==> src/rtl/pidfd_pkg.sv <==
// Package: shared constants and types for the filtered-derivative PID controller.
`default_nettype none
package pidfd_pkg;
    localparam int unsigned RegIdxW = 3;
    localparam logic [RegIdxW-1:0] REG_SETPOINT = 3'd0;
    localparam logic [RegIdxW-1:0] REG_GAIN_P   = 3'd1;
    localparam logic [RegIdxW-1:0] REG_GAIN_I   = 3'd2;
    localparam logic [RegIdxW-1:0] REG_GAIN_D   = 3'd3;
    localparam logic [RegIdxW-1:0] REG_OUT_LOW  = 3'd4;
    localparam logic [RegIdxW-1:0] REG_OUT_HIGH = 3'd5;
    localparam logic [RegIdxW-1:0] REG_COEF     = 3'd6;
    localparam logic [RegIdxW-1:0] REG_FLAGS    = 3'd7;
    localparam logic [16:0] COEF_ONE     = 17'd65536;
    localparam logic [16:0] COEF_DEFAULT = 17'd6554;

    typedef struct packed {
        logic        start;
        logic [32:0] dividend;
        logic [31:0] divisor;
    } t_div_req;

    typedef struct packed {
        logic        done;
        logic [31:0] quotient;
    } t_div_rsp;
endpackage
`default_nettype wire

==> src/rtl/pidfd_div.sv <==
// Serial restoring divider: signed 33-bit dividend by unsigned 32-bit divisor, truncated, saturated.
`default_nettype none
module pidfd_div
    import pidfd_pkg::*;
(
    input  wire logic     i_clk,
    input  wire logic     i_rst_n,
    input  wire t_div_req i_req,
    output t_div_rsp      o_rsp
);
    logic [5:0]  r_cnt, n_cnt;
    logic        r_busy, n_busy;
    logic        r_neg, n_neg;
    logic [32:0] r_quo, n_quo;
    logic [32:0] r_rem, n_rem;
    logic [31:0] r_dvs, n_dvs;
    logic        r_done, n_done;
    logic [33:0] trial;
    logic [33:0] qs;

    always_comb begin
        n_cnt  = r_cnt;
        n_busy = r_busy;
        n_neg  = r_neg;
        n_quo  = r_quo;
        n_rem  = r_rem;
        n_dvs  = r_dvs;
        n_done = 1'b0;
        trial  = {r_rem, r_quo[32]} - {2'b00, r_dvs};
        if (i_req.start) begin
            n_busy = 1'b1;
            n_cnt  = 6'd0;
            n_neg  = i_req.dividend[32];
            n_quo  = i_req.dividend[32] ? (~i_req.dividend + 33'd1) : i_req.dividend;
            n_rem  = 33'd0;
            n_dvs  = i_req.divisor;
        end else if (r_busy) begin
            if (!trial[33]) begin
                n_rem = trial[32:0];
                n_quo = {r_quo[31:0], 1'b1};
            end else begin
                n_rem = {r_rem[31:0], r_quo[32]};
                n_quo = {r_quo[31:0], 1'b0};
            end
            n_cnt = r_cnt + 6'd1;
            if (r_cnt == 6'd32) begin
                n_busy = 1'b0;
                n_done = 1'b1;
            end
        end
    end

    always_ff @(posedge i_clk) begin
        if (!i_rst_n) begin
            r_busy <= 1'b0;
            r_done <= 1'b0;
            r_cnt  <= 6'd0;
        end else begin
            r_busy <= n_busy;
            r_done <= n_done;
            r_cnt  <= n_cnt;
        end
        r_neg <= n_neg;
        r_quo <= n_quo;
        r_rem <= n_rem;
        r_dvs <= n_dvs;
    end

    always_comb begin
        qs = r_neg ? (34'd0 - {1'b0, r_quo}) : {1'b0, r_quo};
        o_rsp.done = r_done;
        if (!qs[33] && qs[32:31] != 2'b00) begin
            o_rsp.quotient = 32'h7FFF_FFFF;
        end else if (qs[33] && qs[32:31] != 2'b11) begin
            o_rsp.quotient = 32'h8000_0000;
        end else begin
            o_rsp.quotient = qs[31:0];
        end
    end
endmodule
`default_nettype wire

==> config.mk <==
export PLATFORM = sky130hd
export DESIGN_NAME = pidfd_div
export DESIGN_NICKNAME = d
export VERILOG_FILES = /design/src/rtl/pidfd_pkg.sv /design/src/rtl/pidfd_div.sv
export SDC_FILE = /design/constraint.sdc
export NUM_CORES = 1
export LEC_CHECK = 0
export ABC_AREA = 1
export BUFFER_PORTS_ARGS = -buffer_cell sky130_fd_sc_hd__buf_4
export CELL_PAD_IN_SITES_DETAIL_PLACEMENT = 1
export CELL_PAD_IN_SITES_GLOBAL_PLACEMENT = 1
export CORE_ASPECT_RATIO = 0.5
export CORE_MARGIN = 2
export CORE_UTILIZATION = 38
export DETAILED_ROUTE_END_ITERATION = 12
export GPL_ROUTABILITY_DRIVEN = 0
export PLACE_DENSITY = 0.88
export SLEW_MARGIN = 20
export SYNTH_ARGS = -nofsm -noshare
export SYNTH_HDL_FRONTEND = slang
export SYNTH_SLANG_ARGS = --single-unit
==> constraint.sdc <==
create_clock -name i_clk -period 2.1 [get_ports i_clk]
set_input_delay 0.21 -clock i_clk [delete_from_list [all_inputs] [get_ports i_clk]]
set_output_delay 0.21 -clock i_clk [all_outputs]
set_load 0.005 [all_outputs]
==> results.py <==
metrics = {
    "clocking": {
        "cts_buffers": 9,
        "cts-htree-levels": 3,
        "clk_pin_slew_ns": 0.08,
        "clk_path_buf_depth": 2,
        "clock_sinks": 107,
        "cts-root-buf": "clkbuf_16",
        "clock_latency_ns": 0.41,
        "tritoncts": "built",
    },
    "synthesis": {
        "synth_seq_cells": 107,
        "ys_seq_area_share_pct": 30.48,
        "yosys.area_share.simple_pct": 39.01,
        "synth_cell_types": 46,
        "yosys-top-cells-area": "edfxtp_1, nand2_1, inv_1",
        "synthAdderAreaFrac_pct": 5.116,
        "synth_cells": 1429,
        "synth_compound_area_share_pct": 6.857,
        "synth_edf_count": 66,
        "synthMuxAreaShare_pct": 0,
        "synth.avg_cell_area_um2": 6.435,
        "yosys_warnings": 0,
        "yosys.area_share.xor_xnor_pct": 5.905,
        "synth_top_family_by_area": "simple AND/OR/NAND/NOR gates",
        "syn_area_mm2": 0.009196,
        "synth_largest_area_cell": "edfxtp_1",
        "synthesis.nets": 1534,
        "synth_ff_type": "edfxtp_1",
        "yosysTopAreaCellShare_pct": 21.55,
        "ys_async_sr_fraction_pct": 0,
    },
    "sta": {
        "period_minus_slack_ns": 2.903,
        "setup_ws_ns": -0.8026,
        "hold_ws_ns": 0.08036,
        "setup_viol": 66,
        "post-route-period-util_pct": 138.2,
        "finalClockSkew_ns": 0.02244,
        "rsz0062_at_grt": "yes",
        "maxSlewHeadroom_pct": 49.22,
        "hold_viol": 0,
        "maxSlewViolCount": 0,
        "tightest_slew_ns": 0.7617,
        "timing.fmax_mhz": 344.5,
    },
    "critical_path": {
        "path_class": "flop to output pin",
        "start_kind": "flop",
        "crit_family": "simple AND/OR/NAND/NOR gates",
        "crit_buf_inv": 2,
        "slowest_stage": "edfxtp_1",
        "critPathCaptureType": "output pin",
        "worstPathRequired_ns": 1.89,
        "cp.arrival_ns": 2.69,
        "max_stage_delay_ns": 0.46,
        "path_cells": "nor2_1 -> nand2_1 -> nor2_4 -> nand3_2 -> nand2_2 -> nand3_1 -> nand2_1 -> nand2_1 -> a21oi_2 -> or2_4 -> clkbuf_16 -> nand2_2 -> buf_4",
        "path_common_cell": "nand2_1",
        "cp_max_fo": 6,
    },
    "die": {
        "start_util_pct": 38.52,
        "die_x_um": 224.0,
        "die_h_um": 114,
        "pin_count": 101,
        "die_area_mm2": 0.02554,
        "fp.coreArea_mm2": 0.02387,
        "row_count": 40,
    },
    "drt": {
        "drt_iter0_markers": 1150,
        "drtPass1Iterations": 5,
        "vias": 12610,
        "wl_mm": 56.27,
        "viasPerCell": 5.928,
        "drc": 0,
        "ant_nets": 0,
        "wl_per_cell_um": 26.45,
    },
    "grt": {
        "grt_max_degree": 34,
        "grt_pass1_vias": 12860,
        "grt-ovfl-total": 0,
        "grt_usage_pct": 36.33,
        "grt_pass1_wl_mm": 71.02,
        "antenna_found_initial": 1,
    },
    "power": {
        "p_comb_share_pct": 37.9,
        "power_density_mw_per_mm2": 461.1,
        "ir_drop_mv": 0.3595,
        "p_int_w": 0.004402,
        "finalPower_w": 0.006950,
        "pwr-share-clk_pct": 25.9,
        "switchingPower_w": 0.002548,
        "leakagePower_nw": 7.598,
        "switching_share_pct": 36.66,
        "seqPwrFrac_pct": 36.2,
    },
    "final_layout": {
        "areaGrowthSynthToFinish_pct": 63.90,
        "utilization_pct": 63.14,
        "diodes": 0,
        "fin_cells": 2127,
        "design_area_mm2": 0.01507,
        "drive_above_1_share_pct": 43.16,
        "layout.nets": 1912,
    },
    "status": {
        "status": "finished, violations left",
        "failed_checks": "setup timing",
    },
    "place": {
        "placed_cell_area_mm2": 0.01172,
        "dp.final_hpwl_mm": 27.30,
        "dp.cells": 2010,
        "port_buffers": 100,
    },
    "flow_run": {
        "maxCapViolations": 0,
    },
    "worst_hold_path": {
        "min_path_type": "input pin to flop",
    },
}
## worst paths after layout
kind                  start   endpoint  slack, ns  depth (start not counted)
setup / recovery  r_quo[12]  o_rsp[11]      -0.80                         13
hold / removal      i_rst_n     r_busy       0.08                          3
setup reg to reg  r_dvs[19]  r_rem[20]      -0.74                         17
hold reg to reg   r_rem[26]  r_rem[26]       0.50                          2
## placed cells by master (no fill, tap or decap), types with 40 or more instances in the layout
master	n
buf_4	309
edfxtp_1	66
inv_1	198
inv_2	52
nand2_1	338
nand2_2	94
nand2_4	67
nand3_1	64
nand3_2	56
nor2_1	82
o21ai_0	48
xor2_1	40
## stage by stage
step	setup TNS, ns	setup slack, ns
2_1_floorplan	0	0.02865
3_3_place_gp	-3.824	-0.1675
3_5_place_dp	-12.24	-0.2818
4_1_cts	-19.60	-0.5177
5_1_grt	-41.97	-0.8499
6_report	-39.86	-0.8026
## cell usage after synthesis (all sizes together) (2+ instances only)
cell type,instances
ha,36
nor2,110
a21oi,37
nor4,3
buf,19
a31oi,2
xor2,41
edfxtp,66
nand3b,7
and2,5
clkbuf,18
nand3,137
nor3,25
xnor2,21
inv,253
nor3b,2
or2,6
o21ai,59
nand4,17
o31ai,7
dfxtp,41
o21bai,6
nand2,504
## metal layers
metal | wire, µm | vias up | global-route usage [%]
li1 | - | 5237 | -
met1 | 20510 | 6056 | 39.41
met2 | 26180 | 888 | 64.89
met3 | 4479 | 426 | 6.749
met4 | 5084 | 2 | 26.00
met5 | 13 | - | 0
## power by group through the flow
stage / sequential [W] / clock (W) / combinational [W]
after floorplan: 0.00251 / 0 / 0.000928
after global routing: 0.00252 / 0.00186 / 0.00274
after global placement: 0.00251 / 0 / 0.00177
after CTS: 0.00248 / 0.00175 / 0.00210
after detailed placement: 0.00253 / 0 / 0.00187
final: 0.00252 / 0.00180 / 0.00263
## state kept, by name, indices dropped and copies added, names as in the netlist
name    flops
r_busy      1
r_neg       1
r_done      1
r_cnt       6
r_quo      33
r_rem      33
r_dvs      32
## worst reg2reg max path, cell delays in order, from the launching register on
cell      delay (ns)
edfxtp_1        0.43
inv_1           0.11
ha_1            0.26
buf_4           0.17
nand2_1         0.07
nand2_1         0.11
inv_1           0.23
nand2_1         0.11
inv_1           0.08
nand2_1         0.13
inv_1           0.14
nand3_1         0.10
nand2_1         0.08
nand2_1         0.24
inv_1           0.16
nand3_2         0.12
nand3_4         0.11
nand2_2         0.08
## cells by family (layout without fill, tap and decap cells)
| group | after synthesis | in the layout |
|---|---|---|
| buffers and inverters | 291 | 674 |
| AO/OA/AOI/OAI | 115 | 115 |
| XOR/XNOR | 62 | 62 |
| adder cells (fa/ha/maj) | 37 | 37 |
| flip-flops | 107 | 107 |
| AND/OR/NAND/NOR | 817 | 817 |
## layout make-up
cell class	count	area [µm²]
clock inverters	7	56.30
flip-flops and latches	107	2806
repair buffers	404	3597
well taps	315	394.1
clock buffers	9	225.2
inverters	254	960.9
multi-input cells	1031	7033
fillers	2927	8800
## repair_timing
action | in CTS | in global routing
hold buffers | 31 | 1
endpoints found under the hold margin | 31 | 1
setup buffers | 46 | 21
endpoints found under the setup margin | 66 | 66
pin swaps | 93 | 103
cloned | 8 | 4
gates resized for setup | 269 | 234
Power figures use the tool's default switching activity.
